<file path="src/sv/disc_brush_span_generator_macros.svh">
// ----------------------------------------------------------------------------
// disc brush span generator assertion macros
// shared property shorthands, sampled on clk with arst_n as disable
// ----------------------------------------------------------------------------
`ifndef DISC_BRUSH_SPAN_GENERATOR_MACROS_SVH
`define DISC_BRUSH_SPAN_GENERATOR_MACROS_SVH

// same-cycle implication
`define DBSG_ASSERT_IMP(lbl, ante, cons, msg) \
	lbl: assert property (@(posedge clk) disable iff (!arst_n) (ante) |-> (cons)) \
		else $error(msg);

// next-cycle implication
`define DBSG_ASSERT_NXT(lbl, ante, cons, msg) \
	lbl: assert property (@(posedge clk) disable iff (!arst_n) (ante) |=> (cons)) \
		else $error(msg);

`endif

</file>
<file path="src/sv/dbsg_pkg.sv">
`timescale 1ns / 1ps
// ----------------------------------------------------------------------------
// dbsg_pkg
// types, constants and microcode rom of the disc brush span generator
// ----------------------------------------------------------------------------
package dbsg_pkg;

	localparam int XY_W    = 11;
	localparam int RIGHT_W = 12;
	localparam int COLOR_W = 16;
	localparam int DIM_W   = 12;
	localparam int RAD_W   = 5;
	localparam int SW      = 14;   // signed span arithmetic width

	localparam logic [DIM_W-1:0] SCREEN_LIMIT = 12'd2048;
	localparam logic [9:0]       IMAX_MUL     = 10'd724;
	localparam int               IMAX_SHIFT   = 10;

	// register map
	typedef logic [1:0] reg_idx_t;
	localparam reg_idx_t REG_SCREEN_WIDTH  = 2'd0;
	localparam reg_idx_t REG_SCREEN_HEIGHT = 2'd1;
	localparam reg_idx_t REG_BRUSH_RADIUS  = 2'd2;
	localparam reg_idx_t REG_PEN_COLOR     = 2'd3;

	localparam logic [DIM_W-1:0]   RST_SCREEN_WIDTH  = 12'd480;
	localparam logic [DIM_W-1:0]   RST_SCREEN_HEIGHT = 12'd854;
	localparam logic [RAD_W-1:0]   RST_BRUSH_RADIUS  = 5'd3;
	localparam logic [COLOR_W-1:0] RST_PEN_COLOR     = 16'hFFFF;

	// microprogram addresses
	typedef logic [3:0] upc_t;
	localparam upc_t UPC_WAIT   = 4'd0;
	localparam upc_t UPC_SETUP  = 4'd1;
	localparam upc_t UPC_CENTER = 4'd2;
	localparam upc_t UPC_TEST   = 4'd3;
	localparam upc_t UPC_CAP_HI = 4'd4;
	localparam upc_t UPC_CAP_LO = 4'd5;
	localparam upc_t UPC_ROW_HI = 4'd6;
	localparam upc_t UPC_ROW_LO = 4'd7;
	localparam upc_t UPC_POINT  = 4'd8;
	localparam upc_t UPC_OFF    = 4'd9;

	typedef enum logic [2:0] {
		SEL_POINT  = 3'd0,
		SEL_OFF    = 3'd1,
		SEL_CENTER = 3'd2,
		SEL_CAP_HI = 3'd3,
		SEL_CAP_LO = 3'd4,
		SEL_ROW_HI = 3'd5,
		SEL_ROW_LO = 3'd6
	} span_sel_t;

	typedef enum logic [1:0] {
		LAST_NO    = 2'd0,
		LAST_YES   = 2'd1,
		LAST_IMAX0 = 2'd2,
		LAST_IEND  = 2'd3
	} last_sel_t;

	typedef enum logic [2:0] {
		BR_NEXT     = 3'd0,
		BR_JUMP     = 3'd1,
		BR_WAIT_IN  = 3'd2,
		BR_DISPATCH = 3'd3,
		BR_IMAX0    = 3'd4,
		BR_NOCAP    = 3'd5,
		BR_LOOP     = 3'd6
	} branch_t;

	typedef enum logic [1:0] {
		XR_HOLD     = 2'd0,
		XR_DEC      = 2'd1,
		XR_DEC_TEST = 2'd2
	} xr_op_t;

	typedef struct packed {
		logic      emit;
		span_sel_t sel;
		last_sel_t last;
		branch_t   br;
		upc_t      target;
		logic      init;
		xr_op_t    xr_op;
		logic      adv_i;
	} ucode_t;

	typedef struct packed {
		logic r_zero;
		logic off_screen;
		logic imax_zero;
		logic i_end;
		logic cap_due;
		logic xr_shrink;
	} dp_status_t;

	function automatic ucode_t ucode_rom(input upc_t a);
		ucode_t w;
		case (a)
			UPC_WAIT:   w = '{1'b0, SEL_OFF, LAST_NO, BR_WAIT_IN, UPC_WAIT, 1'b0, XR_HOLD, 1'b0};
			UPC_SETUP:  w = '{1'b0, SEL_OFF, LAST_NO, BR_DISPATCH, UPC_POINT, 1'b1, XR_HOLD,
				1'b0};
			UPC_CENTER: w = '{1'b1, SEL_CENTER, LAST_IMAX0, BR_IMAX0, UPC_WAIT, 1'b0, XR_HOLD,
				1'b0};
			UPC_TEST:   w = '{1'b0, SEL_OFF, LAST_NO, BR_NOCAP, UPC_ROW_HI, 1'b0, XR_DEC_TEST,
				1'b0};
			UPC_CAP_HI: w = '{1'b1, SEL_CAP_HI, LAST_NO, BR_NEXT, UPC_WAIT, 1'b0, XR_HOLD, 1'b0};
			UPC_CAP_LO: w = '{1'b1, SEL_CAP_LO, LAST_NO, BR_NEXT, UPC_WAIT, 1'b0, XR_DEC, 1'b0};
			UPC_ROW_HI: w = '{1'b1, SEL_ROW_HI, LAST_NO, BR_NEXT, UPC_WAIT, 1'b0, XR_HOLD, 1'b0};
			UPC_ROW_LO: w = '{1'b1, SEL_ROW_LO, LAST_IEND, BR_LOOP, UPC_TEST, 1'b0, XR_HOLD,
				1'b1};
			UPC_POINT:  w = '{1'b1, SEL_POINT, LAST_YES, BR_JUMP, UPC_WAIT, 1'b0, XR_HOLD, 1'b0};
			UPC_OFF:    w = '{1'b1, SEL_OFF, LAST_YES, BR_JUMP, UPC_WAIT, 1'b0, XR_HOLD, 1'b0};
			default:    w = '{1'b0, SEL_OFF, LAST_NO, BR_JUMP, UPC_WAIT, 1'b0, XR_HOLD, 1'b0};
		endcase
		return w;
	endfunction

endpackage

</file>
<file path="src/sv/dbsg_seq.sv">
`timescale 1ns / 1ps
// ----------------------------------------------------------------------------
// dbsg_seq
// microprogram counter, control rom lookup and branch resolution
// ----------------------------------------------------------------------------
module dbsg_seq (
	input  logic                clk,
	input  logic                arst_n,
	input  logic                in_valid,
	input  logic                out_free,
	input  dbsg_pkg::dp_status_t st,
	output dbsg_pkg::upc_t      upc,
	output dbsg_pkg::ucode_t    uc,
	output logic                step_en,
	output logic                in_ready
);

	dbsg_pkg::upc_t upc_q;
	dbsg_pkg::upc_t upc_nxt;
	dbsg_pkg::upc_t upc_inc;

	assign uc       = dbsg_pkg::ucode_rom(upc_q);
	assign upc      = upc_q;
	assign step_en  = !uc.emit || out_free;
	assign in_ready = (uc.br == dbsg_pkg::BR_WAIT_IN);
	assign upc_inc  = dbsg_pkg::upc_t'(upc_q + 4'd1);

	always_comb begin
		case (uc.br)
			dbsg_pkg::BR_NEXT:     upc_nxt = upc_inc;
			dbsg_pkg::BR_JUMP:     upc_nxt = uc.target;
			dbsg_pkg::BR_WAIT_IN:  upc_nxt = in_valid ? upc_inc : upc_q;
			dbsg_pkg::BR_DISPATCH: begin
				// point brush, off-screen marker, or full disc
				if (st.r_zero)
					upc_nxt = uc.target;
				else if (st.off_screen)
					upc_nxt = dbsg_pkg::upc_t'(uc.target + 4'd1);
				else
					upc_nxt = upc_inc;
			end
			dbsg_pkg::BR_IMAX0:    upc_nxt = st.imax_zero ? uc.target : upc_inc;
			dbsg_pkg::BR_NOCAP:    upc_nxt = st.cap_due ? upc_inc : uc.target;
			dbsg_pkg::BR_LOOP:     upc_nxt = st.i_end ? dbsg_pkg::UPC_WAIT : uc.target;
			default:               upc_nxt = dbsg_pkg::UPC_WAIT;
		endcase
	end

	always_ff @(posedge clk or negedge arst_n) begin
		if (!arst_n) begin
			upc_q <= dbsg_pkg::UPC_WAIT;
		end else if (step_en) begin
			upc_q <= upc_nxt;
		end
	end

endmodule

</file>
<file path="src/sv/dbsg_dp.sv">
`timescale 1ns / 1ps
// ----------------------------------------------------------------------------
// dbsg_dp
// disc walk registers, span clipping and the output register
// ----------------------------------------------------------------------------
module dbsg_dp #(
	parameter int MAX_RADIUS = 20
) (
	input  logic                             clk,
	input  logic                             arst_n,
	input  dbsg_pkg::ucode_t                 uc,
	input  logic                             step_en,
	input  logic                             in_fire,
	input  logic [dbsg_pkg::XY_W-1:0]        in_x,
	input  logic [dbsg_pkg::XY_W-1:0]        in_y,
	input  logic [dbsg_pkg::RAD_W-1:0]       radius,
	input  logic [dbsg_pkg::DIM_W-1:0]       width,
	input  logic [dbsg_pkg::DIM_W-1:0]       height,
	input  logic [dbsg_pkg::COLOR_W-1:0]     color,
	input  logic                             out_ready,
	output dbsg_pkg::dp_status_t             st,
	output logic                             out_free,
	output logic                             out_valid,
	output logic                             span_visible,
	output logic [dbsg_pkg::XY_W-1:0]        span_row,
	output logic [dbsg_pkg::XY_W-1:0]        span_left,
	output logic [dbsg_pkg::RIGHT_W-1:0]     span_right,
	output logic [dbsg_pkg::COLOR_W-1:0]     span_color,
	output logic                             span_last
);

	localparam int RB  = $clog2(MAX_RADIUS + 1);
	localparam int SQB = 2 * RB + 2;
	localparam int MW  = RB + 10;
	localparam int SW  = dbsg_pkg::SW;

	localparam logic signed [SW-1:0] S_ZERO = '0;
	localparam logic signed [SW-1:0] S_ONE  = SW'(1);

	logic [dbsg_pkg::XY_W-1:0] x_q, y_q;
	logic [RB-1:0]             r_q, imax_q, i_q, xr_q;
	logic [SQB-1:0]            sqmax_q, isq_q;

	logic [RB-1:0]  r_sat;
	logic [MW-1:0]  r724;
	logic [SQB-1:0] r_sq, xr_sq, test_sum;
	logic           rad_hit, xr_gt_imax;
	logic           fire;

	logic [dbsg_pkg::DIM_W-1:0] w_c, h_c;
	logic signed [SW-1:0] sx, sy, sr, sxr, si, sw_s, sh_s;
	logic signed [SW-1:0] x0, row, len, b, a_c, b_c;
	logic                 show, vis, last_bit;

	// radius saturation
	assign r_sat = (radius > dbsg_pkg::RAD_W'(MAX_RADIUS)) ? RB'(MAX_RADIUS) : RB'(radius);

	assign r724 = MW'(r_q) * MW'(dbsg_pkg::IMAX_MUL);
	assign r_sq = SQB'(r_q) * SQB'(r_q);

	// circle test for the current row
	assign xr_sq      = SQB'(xr_q) * SQB'(xr_q);
	assign test_sum   = isq_q + xr_sq;
	assign rad_hit    = test_sum > sqmax_q;
	assign xr_gt_imax = xr_q > imax_q;

	assign w_c  = (width > dbsg_pkg::SCREEN_LIMIT) ? dbsg_pkg::SCREEN_LIMIT : width;
	assign h_c  = (height > dbsg_pkg::SCREEN_LIMIT) ? dbsg_pkg::SCREEN_LIMIT : height;
	assign sx   = $signed(SW'(x_q));
	assign sy   = $signed(SW'(y_q));
	assign sr   = $signed(SW'(r_q));
	assign sxr  = $signed(SW'(xr_q));
	assign si   = $signed(SW'(i_q));
	assign sw_s = $signed(SW'(w_c));
	assign sh_s = $signed(SW'(h_c));

	assign st.r_zero     = (r_q == '0);
	assign st.off_screen = ((sx - sr) >= sw_s) || ((sy - sr) >= sh_s);
	assign st.imax_zero  = (imax_q == '0);
	assign st.i_end      = (i_q == imax_q);
	assign st.cap_due    = rad_hit && xr_gt_imax;
	assign st.xr_shrink  = rad_hit && !xr_gt_imax;

	always_comb begin
		show = 1'b1;
		x0   = sx;
		row  = sy;
		len  = S_ONE;
		case (uc.sel)
			dbsg_pkg::SEL_POINT: begin
				x0 = sx;
			end
			dbsg_pkg::SEL_CENTER: begin
				x0  = sx - sr;
				len = (sr <<< 1) + S_ONE;
			end
			dbsg_pkg::SEL_CAP_HI: begin
				x0  = sx - si + S_ONE;
				row = sy + sxr;
				len = (si <<< 1) - S_ONE;
			end
			dbsg_pkg::SEL_CAP_LO: begin
				x0  = sx - si + S_ONE;
				row = sy - sxr;
				len = (si <<< 1) - S_ONE;
			end
			dbsg_pkg::SEL_ROW_HI: begin
				x0  = sx - sxr;
				row = sy + si;
				len = (sxr <<< 1) + S_ONE;
			end
			dbsg_pkg::SEL_ROW_LO: begin
				x0  = sx - sxr;
				row = sy - si;
				len = (sxr <<< 1) + S_ONE;
			end
			default: begin
				show = 1'b0;
			end
		endcase
	end

	// clip to the screen
	assign b   = x0 + len;
	assign a_c = (x0 < S_ZERO) ? S_ZERO : x0;
	assign b_c = (b > sw_s) ? sw_s : b;
	assign vis = show && (row >= S_ZERO) && (row < sh_s) && (a_c < b_c);

	always_comb begin
		case (uc.last)
			dbsg_pkg::LAST_NO:    last_bit = 1'b0;
			dbsg_pkg::LAST_YES:   last_bit = 1'b1;
			dbsg_pkg::LAST_IMAX0: last_bit = st.imax_zero;
			dbsg_pkg::LAST_IEND:  last_bit = st.i_end;
			default:              last_bit = 1'b0;
		endcase
	end

	assign fire     = uc.emit && step_en;
	assign out_free = !out_valid || out_ready;

	always_ff @(posedge clk) begin
		if (in_fire) begin
			x_q <= in_x;
			y_q <= in_y;
			r_q <= r_sat;
		end
		if (step_en && uc.init) begin
			imax_q  <= r724[MW-1:dbsg_pkg::IMAX_SHIFT];
			sqmax_q <= r_sq + SQB'(r_q >> 1);
			xr_q    <= r_q;
			isq_q   <= SQB'(1);
			i_q     <= RB'(1);
		end else begin
			if (step_en && ((uc.xr_op == dbsg_pkg::XR_DEC) ||
					((uc.xr_op == dbsg_pkg::XR_DEC_TEST) && st.xr_shrink))) begin
				xr_q <= xr_q - RB'(1);
			end
			if (step_en && uc.adv_i) begin
				isq_q <= isq_q + SQB'({i_q, 1'b1});
				i_q   <= i_q + RB'(1);
			end
		end
		if (fire) begin
			span_visible <= vis;
			span_row     <= vis ? row[dbsg_pkg::XY_W-1:0] : '0;
			span_left    <= vis ? a_c[dbsg_pkg::XY_W-1:0] : '0;
			span_right   <= vis ? b_c[dbsg_pkg::RIGHT_W-1:0] : '0;
			span_color   <= vis ? color : '0;
			span_last    <= last_bit;
		end
	end

	always_ff @(posedge clk or negedge arst_n) begin
		if (!arst_n) begin
			out_valid <= 1'b0;
		end else if (fire) begin
			out_valid <= 1'b1;
		end else if (out_ready) begin
			out_valid <= 1'b0;
		end
	end

endmodule

</file>
<file path="src/sv/disc_brush_span_generator.sv">
`timescale 1ns / 1ps
// ----------------------------------------------------------------------------
// disc_brush_span_generator
// after a center is taken, setup dispatches to a point, off-screen or center step that registers the first span
// a radius 0 or off-screen disc yields a single span; otherwise the span steps each emit one span,
//   with one test step per row pair
// the microprogram walks one center at a time; output backpressure freezes the step counter
// reset: arst_n clears the step counter and output valid, config returns to its reset values
// ----------------------------------------------------------------------------
`include "disc_brush_span_generator_macros.svh"

module disc_brush_span_generator #(
	parameter int MAX_RADIUS = 20,
	parameter int COORD_BITS = 11
) (
	input  logic        clk,
	input  logic        arst_n,
	// input stream: one brush center per transaction
	input  logic        s_tvalid,
	output logic        s_tready,
	input  logic [23:0] s_tdata,   // center_x [10:0], center_y [21:11]
	// output stream: one span per transaction
	output logic        m_tvalid,
	input  logic        m_tready,
	output logic [55:0] m_tdata,   // span_row [10:0], span_left [21:11],
	                               // span_right [33:22], span_color [49:34]
	output logic [0:0]  m_tuser,   // span_visible [0]
	output logic        m_tlast,   // last_span
	// register port
	input  logic        psel,
	input  logic        penable,
	input  logic        pwrite,
	input  logic [3:0]  paddr,
	input  logic [31:0] pwdata,
	output logic [31:0] prdata,
	output logic        pready
);

	// coordinate mask, limited to the port width
	localparam int CB = (COORD_BITS < dbsg_pkg::XY_W) ? COORD_BITS : dbsg_pkg::XY_W;
	localparam logic [dbsg_pkg::XY_W-1:0] CMASK = dbsg_pkg::XY_W'((32'd1 << CB) - 32'd1);

	// config registers
	logic [dbsg_pkg::DIM_W-1:0]   screen_width_q;
	logic [dbsg_pkg::DIM_W-1:0]   screen_height_q;
	logic [dbsg_pkg::RAD_W-1:0]   brush_radius_q;
	logic [dbsg_pkg::COLOR_W-1:0] pen_color_q;
	logic                         cfg_wr;
	dbsg_pkg::reg_idx_t           reg_idx;

	// sequencer <-> datapath
	dbsg_pkg::ucode_t     uc;
	dbsg_pkg::upc_t       upc;
	dbsg_pkg::dp_status_t st;
	logic                 step_en;
	logic                 in_fire;
	logic                 out_free;

	logic [dbsg_pkg::XY_W-1:0]    center_x, center_y;
	logic                         span_visible;
	logic [dbsg_pkg::XY_W-1:0]    span_row, span_left;
	logic [dbsg_pkg::RIGHT_W-1:0] span_right;
	logic [dbsg_pkg::COLOR_W-1:0] span_color;

	// ---------------- register port ----------------
	assign pready  = 1'b1;
	assign reg_idx = paddr[3:2];
	assign cfg_wr  = psel && penable && pwrite && pready;

	always_ff @(posedge clk or negedge arst_n) begin
		if (!arst_n) begin
			screen_width_q  <= dbsg_pkg::RST_SCREEN_WIDTH;
			screen_height_q <= dbsg_pkg::RST_SCREEN_HEIGHT;
			brush_radius_q  <= dbsg_pkg::RST_BRUSH_RADIUS;
			pen_color_q     <= dbsg_pkg::RST_PEN_COLOR;
		end else if (cfg_wr) begin
			case (reg_idx)
				dbsg_pkg::REG_SCREEN_WIDTH:  screen_width_q  <= pwdata[dbsg_pkg::DIM_W-1:0];
				dbsg_pkg::REG_SCREEN_HEIGHT: screen_height_q <= pwdata[dbsg_pkg::DIM_W-1:0];
				dbsg_pkg::REG_BRUSH_RADIUS:  brush_radius_q  <= pwdata[dbsg_pkg::RAD_W-1:0];
				dbsg_pkg::REG_PEN_COLOR:     pen_color_q     <= pwdata[dbsg_pkg::COLOR_W-1:0];
				default: begin
				end
			endcase
		end
	end

	// read back, zero-extended to the bus
	always_comb begin
		case (reg_idx)
			dbsg_pkg::REG_SCREEN_WIDTH:  prdata = 32'(screen_width_q);
			dbsg_pkg::REG_SCREEN_HEIGHT: prdata = 32'(screen_height_q);
			dbsg_pkg::REG_BRUSH_RADIUS:  prdata = 32'(brush_radius_q);
			dbsg_pkg::REG_PEN_COLOR:     prdata = 32'(pen_color_q);
			default:                     prdata = '0;
		endcase
	end

	// ---------------- input unpack ----------------
	assign center_x = s_tdata[10:0] & CMASK;
	assign center_y = s_tdata[21:11] & CMASK;
	assign in_fire  = s_tvalid && s_tready;

	// ---------------- microcoded control ----------------
	// the rom walks: wait, setup/dispatch, then a point or off-screen span, or the center row
	// and per row pair an optional cap pair followed by the two rows of the current radius
	dbsg_seq u_seq (
		.clk      (clk),
		.arst_n   (arst_n),
		.in_valid (s_tvalid),
		.out_free (out_free),
		.st       (st),
		.upc      (upc),
		.uc       (uc),
		.step_en  (step_en),
		.in_ready (s_tready)
	);

	// ---------------- datapath ----------------
	dbsg_dp #(
		.MAX_RADIUS (MAX_RADIUS)
	) u_dp (
		.clk          (clk),
		.arst_n       (arst_n),
		.uc           (uc),
		.step_en      (step_en),
		.in_fire      (in_fire),
		.in_x         (center_x),
		.in_y         (center_y),
		.radius       (brush_radius_q),
		.width        (screen_width_q),
		.height       (screen_height_q),
		.color        (pen_color_q),
		.out_ready    (m_tready),
		.st           (st),
		.out_free     (out_free),
		.out_valid    (m_tvalid),
		.span_visible (span_visible),
		.span_row     (span_row),
		.span_left    (span_left),
		.span_right   (span_right),
		.span_color   (span_color),
		.span_last    (m_tlast)
	);

	// ---------------- output pack ----------------
	assign m_tdata    = {6'b0, span_color, span_right, span_left, span_row};
	assign m_tuser[0] = span_visible;

	// ---------------- checks ----------------
	// an accepted center always enters the dispatch step next
	`DBSG_ASSERT_NXT(a_accept_setup, in_fire, upc == dbsg_pkg::UPC_SETUP, "no dispatch")
	// a blocked span step must not advance the program
	`DBSG_ASSERT_NXT(a_stall_hold, uc.emit && !out_free, $stable(upc), "moved in stall")
	// an invisible span carries all-zero payload
	`DBSG_ASSERT_IMP(a_invis_zero, m_tvalid && !m_tuser[0], m_tdata == '0, "invisible data")

endmodule
</file>
<file path="config.mk">
export PLATFORM = sky130hd
export DESIGN_NAME = disc_brush_span_generator
export DESIGN_NICKNAME = d
export VERILOG_FILES = /design/src/sv/dbsg_pkg.sv /design/src/sv/dbsg_seq.sv /design/src/sv/dbsg_dp.sv /design/src/sv/disc_brush_span_generator.sv
export VERILOG_INCLUDE_DIRS = /design/src /design/src/sv
export SDC_FILE = /design/constraint.sdc
export NUM_CORES = 1
export LEC_CHECK = 0
export ABC_CLOCK_PERIOD_IN_PS = 16200
export BUFFER_PORTS_ARGS = -buffer_cell sky130_fd_sc_hd__buf_2
export CAP_MARGIN = 40
export CORE_MARGIN = 1
export CORE_UTILIZATION = 60
export CTS_BUF_LIST = sky130_fd_sc_hd__clkbuf_8 sky130_fd_sc_hd__clkbuf_16
export DETAILED_ROUTE_END_ITERATION = 10
export GPL_TIMING_DRIVEN = 0
export PLACE_DENSITY = 0.88
export REMOVE_ABC_BUFFERS = 1
export SETUP_SLACK_MARGIN = 0.05
export SYNTH_ARGS = -nofsm -noshare
export SYNTH_HDL_FRONTEND = slang
export SYNTH_HIERARCHICAL = 1
export SYNTH_SLANG_ARGS = --single-unit
</file>
<file path="constraint.sdc">
create_clock -name clk -period 16.2 [get_ports clk]
set_input_delay 0.81 -clock clk [delete_from_list [all_inputs] [get_ports clk]]
set_output_delay 0.81 -clock clk [all_outputs]
set_load 0.005 [all_outputs]
</file>
==> impl_metrics.yaml, run 1 <==
outcome:
  status: "completed"
drt:
  ant_nets: 0
  dr.pass1.iters: 6
  drc: 0
  via_per_inst: 6.28
  wl_per_cell_um: 20.1
  dr.first_iter.drc_count: 1593
  num_vias: 13200
  drt-total-wl_mm: 42.4
sta:
  skew_ns: 0.0288
  finalHoldViolCount: 0
  fmax_ghz: 0.0926
  tightest_slew_ns: 1.06
  tns_ns: 0
  final.min_clock_period_ns: 10.80
  period_share_pct: 66.7
  hold_slack_ns: 0.308
  rsz0062_at_grt: "false"
  maxSlewViolCount: 0
  setup_violations: 0
  max-slew-margin-rel_pct: 29.2
  layout_setup_ws_ns: 5.40
floorplanning:
  design.die.area_um2: 26700
  core_um2: 25300
  dieWidth_um: 163
  start_util_pct: 61.6
  die_y_um: 163
  placementRows: 58
  ios: 160
finish:
  multi_input_area_um2: 10100
  final_area_um2: 17100
  n_antenna_cell: 0
  fillers: 1896
  drive_above_1_share_pct: 15.9
  regArea_um2: 4630
  nNetsFinal: 2062
  syn_to_final_growth_pct: 9.32
min_path:
  hp-class: "input port to async pin"
clock_network:
  cts_buffers: 17
  cts_max_path_buffers: 2
  cts_setup_buffers: 0
  hold_buffers: 0
  insertion_delay_ns: 0.46
  cts.htree.levels: 4
  clkSinkCount: 167
  cts_resized: 0
  clockRootBuffer: "clkbuf_16"
  cts_tree: "done"
  clkSlewWorstSetupHoldPaths_ns: 0.08
setup_path:
  r2r-end: "u_dp/span_row[3]"
  critical_path_required_ns: 16.51
  path_buf_inv: 5
  critPathArrivalTime_ns: 11.11
  r2r_slack_ns: 5.40
  slowest_delay_ns: 0.85
  path_class: "register to register"
  cp-start-kind: "register"
  timing.critical_path.mode_cell: "nor2_1"
  cpLargestDelayFamily: "compound AO/OA/AOI/OAI gates"
  reg2regPathDepth: 36
  crit_fanout: 36
  cp-end-kind: "register"
  r2r_start: "u_seq/upc[0]"
  cp_slowest_cell: "a2111oi_0"
global_route:
  grt_max_degree: 40
  overflow: 0
  grt_pass1_vias: 12900
  antenna_found_initial: 1
  grt_pass1_wl_mm: 67.0
  gr-usage-all-layers_pct: 32.4
place:
  post_dp_cell_area_um2: 16400
  portBuffers: 116
  hpwl_mm: 32.0
  place.gp.congestion: 0.974
  place_ws_ns: 6.13
run:
  max_cap_viol_count: 0
synth:
  synthCells: 1681
  synth_warnings: 6
  syn_area_um2: 15600
  post_synth.cell_area_avg_um2: 9.29
==> state kept, by name, indices dropped and copies added, names as in the netlist <==
signal / flops
pen_color_q: 16
u_dp/span_color: 16
screen_height_q: 12
screen_width_q: 12
u_dp/isq_q: 12
u_dp/span_right: 12
u_dp/span_left: 11
u_dp/span_row: 11
u_dp/sqmax_q: 11
u_dp/x_q: 11
u_dp/y_q: 11
brush_radius_q: 5
u_dp/i_q: 5
u_dp/imax_q: 5
u_dp/r_q: 5
u_dp/xr_q: 5
u_seq/upc: 4
u_dp/out_valid: 1
u_dp/span_last: 1
u_dp/span_visible: 1
==> how the worst max path moves through the flow <==
stage	from	end	slack, ns	cells after the start
CTS	u_seq/upc[0]	u_dp/span_row[3]	5.84	35
global placement	u_seq/upc[0]	u_dp/span_color[7]	2.76	31
floorplan	u_seq/upc[0]	u_dp/span_row[10]	6.73	34
finish	u_seq/upc[0]	u_dp/span_row[3]	5.40	36
detailed placement	u_seq/upc[0]	u_dp/span_color[3]	6.13	36
global route	u_seq/upc[0]	u_dp/span_row[5]	5.01	35
==> cells in the final DEF, fill, tap and decap left out, types with 10 or more instances in the layout <==
| cell type | n |
|---|---|
| xnor2_1 | 76 |
| a21oi_1 | 79 |
| mux2i_1 | 21 |
| ha_1 | 200 |
| mux2_4 | 10 |
| xor2_1 | 35 |
| buf_2 | 117 |
| nor2_1 | 125 |
| a21o_1 | 40 |
| nand4_1 | 18 |
| edfxtp_1 | 100 |
| nand3_1 | 24 |
| o21ai_0 | 76 |
| dfstp_2 | 28 |
| nor2b_1 | 37 |
| nand2_1 | 144 |
| nor4_1 | 11 |
| nand2b_1 | 20 |
| fa_1 | 31 |
| clkbuf_16 | 17 |
| o22ai_1 | 12 |
| o21a_1 | 22 |
| a31oi_1 | 11 |
| and2_1 | 39 |
| and3_1 | 16 |
| or3_1 | 14 |
| a211oi_1 | 11 |
| nor3_1 | 33 |
| conb_1 | 23 |
| dfxtp_1 | 17 |
| dfrtp_1 | 22 |
| inv_1 | 132 |
| mux2_2 | 39 |
==> through the flow <==
step | instances | utilization (%)
after global routing | 2107 | 67.4
after CTS | 2107 | 67.4
final | 2107 | 67.4
after detailed placement | 2075 | 64.8
after global placement | 2059 | 63.9
after floorplan | 1613 | -
==> layout make-up <==
cell class	count	share of cell area, %
multi-input combinational	1309	59.1
sequential	167	27.1
timing repair buffer	132	4.59
inverter	137	3.03
clock buffer	17	2.49
tap	330	2.42
clock inverter	15	1.27
==> per-layer routing <==
layer,routed length (µm),share of wire [%],up-vias,global-route usage [%]
met3,3630,8.6,123,4.57
met1,17300,41,6354,42.5
met4,1560,3.7,2,13.7
li1,-,-,6072,-
met2,19900,47,684,53.2
met5,13,0.031,-,0
==> worst reg2reg max path: cells and delay by family (launching register included) <==
kind | cells | cell delay (ns)
DFF | 1 | 0.68
adders and majority gates | 4 | 1.38
AOI/OAI and AO/OA | 15 | 4.77
muxes | 1 | 0.21
buffers and inverters | 5 | 0.98
and+or+nand+nor | 11 | 2.65
Power of run 1 is left out: the tool's default activity adds up to more than one toggle a clock period on the data nets, which glitch-free logic cannot reach.
==> run 2, diff against run 1 <==
--- a/config.mk
+++ b/config.mk
@@ -6,7 +6,7 @@
 export SDC_FILE = /design/constraint.sdc
 export NUM_CORES = 1
 export LEC_CHECK = 0
-export ABC_CLOCK_PERIOD_IN_PS = 16200
+export ABC_CLOCK_PERIOD_IN_PS = 10190
 export BUFFER_PORTS_ARGS = -buffer_cell sky130_fd_sc_hd__buf_2
 export CAP_MARGIN = 40
 export CORE_MARGIN = 1
==> constraint.sdc (replaced) <==
create_clock -name clk -period 10.19 [get_ports clk]
set_input_delay 0.5095 -clock clk [delete_from_list [all_inputs] [get_ports clk]]
set_output_delay 0.5095 -clock clk [all_outputs]
set_load 0.005 [all_outputs]
==> impl_metrics.yaml, run 2 (same netlist as run 1, synthesis figures left out) <==
outcome:
  status: "completed"
clock_network:
  cts_max_path_buffers: 2
  insertion_delay_ns: 0.46
  cts_tree: "done"
  clkSinkCount: 167
  cts.htree.levels: 4
  clkSlewWorstSetupHoldPaths_ns: 0.08
  cts_buffers: 17
  clockRootBuffer: "clkbuf_16"
floorplanning:
  core_um2: 25300
  placementRows: 58
  die_y_um: 163
  start_util_pct: 61.6
  design.die.area_um2: 26700
  dieWidth_um: 163
  ios: 160
drt:
  wl_per_cell_um: 20.1
  dr.pass1.iters: 7
  ant_nets: 0
  via_per_inst: 6.35
  num_vias: 13400
  drc: 0
  drt-total-wl_mm: 42.4
  dr.first_iter.drc_count: 1695
sta:
  max-slew-margin-rel_pct: 26.3
  tightest_slew_ns: 1.10
  layout_setup_ws_ns: 0.544
  setup_violations: 0
  skew_ns: 0.0284
  finalHoldViolCount: 0
  maxSlewViolCount: 0
  fmax_ghz: 0.104
  rsz0062_at_grt: "false"
  final.min_clock_period_ns: 9.65
  period_share_pct: 94.7
run:
  max_cap_viol_count: 0
global_route:
  overflow: 0
  grt_pass1_wl_mm: 67.1
  gr-usage-all-layers_pct: 32.4
  antenna_found_initial: 1
  grt_pass1_vias: 12900
  use_met1_pct: 42.5
  grt_use_met3_pct: 4.57
  grt_max_degree: 40
  grt-busiest-layer: "met2"
  use_met2_pct: 53.2
setup_path:
  cp_slowest_cell: "dfrtp_1"
  slowest_delay_ns: 0.64
  critPathArrivalTime_ns: 9.96
  path_class: "register to register"
  crit_fanout: 36
  critical_path_required_ns: 10.51
  cp-end-kind: "register"
  cp-start-kind: "register"
finish:
  reg_top3: "pen_color_q x16, u_dp/span_color x16"
  regArea_um2: 4630
  multi_input_area_um2: 10100
  nNetsFinal: 2064
  fillers: 1898
  drive_above_1_share_pct: 16.2
  layout_commonest_cell: "ha_1"
  syn_to_final_growth_pct: 9.55
  n_antenna_cell: 0
  layout_common_cells: "ha_1 (200), nand2_1 (144), inv_1 (132)"
place:
  portBuffers: 116
  place.gp.congestion: 0.974
  place_ws_ns: 0.119
  hpwl_mm: 32.0
min_path:
  hp-class: "input port to register"
-- run 2: cell types whose count changed in the layout (fill, tap and decap cells not counted), sizes merged --
cell,change
o21ai,+1
dlygate4sd3,+1
-- run 2: final timing paths --
path                                from             endpoint  slack [ns]  depth (start not counted)
min in group asynchronous         arst_n  screen_height_q[10]        0.54                          2
max                         u_seq/upc[1]     u_dp/span_row[3]        0.54                         36
max reg2reg                 u_seq/upc[1]     u_dp/span_row[3]        0.54                         36
max in group asynchronous         arst_n   screen_height_q[2]        9.03                          3
min reg2reg                u_dp/isq_q[4]        u_dp/isq_q[4]        0.49                          2
min                          s_tdata[21]         u_dp/y_q[10]        0.24                          1
-- run 2: final cells by class --
| cell class | count | area share (%) |
|---|---|---|
| multi-input combinational | 1310 | 59.1 |
| sequential | 167 | 27.1 |
| timing repair buffer | 133 | 4.64 |
| inverter | 137 | 3.02 |
| clock buffer | 17 | 2.49 |
| tap | 330 | 2.41 |
| clock inverter | 15 | 1.27 |
-- run 2: repair_timing --
| item | CTS | global route |
|---|---|---|
| gates resized for setup | 1 | 7 |
| buffers inserted | 0 | 0 |
| setup endpoints to repair | 27 | 51 |
| hold endpoints to repair | 6 | 0 |
| pin swaps | 0 | 1 |
| cloned | 0 | 1 |
| hold buffers | 1 | 0 |
-- run 2: routing by layer --
layer,share of wire (%),vias up
li1,-,6079
met1,41,6424
met2,47,740
met3,8.2,143
met4,3.9,2
met5,0.031,-
-- run 2: stage by stage --
step                      TNS (ns)  utilization [%]  hold slack, ns  area [µm²]  instances
after floorplan                  0                -           0.214       15200       1613
after global placement     -157.22             63.9           0.461       16200       2059
after detailed placement         0             64.8           0.467       16400       2075
after CTS                        0             67.4           0.231       17100       2108
after global routing             0             67.5           0.233       17100       2109
final                            0             67.5           0.242       17100       2109
-- run 2: critical path, delay by kind of cell, from the launching register on --
family	cells	cell delay (ns)
AND/OR/NAND/NOR	9	1.85
multiplexers	2	0.59
AO/OA/AOI/OAI	17	4.34
buffers and inverters	4	0.69
adder cells (fa/ha/maj)	4	1.36
flip-flops	1	0.64
Power of run 2 is left out for the same reason.
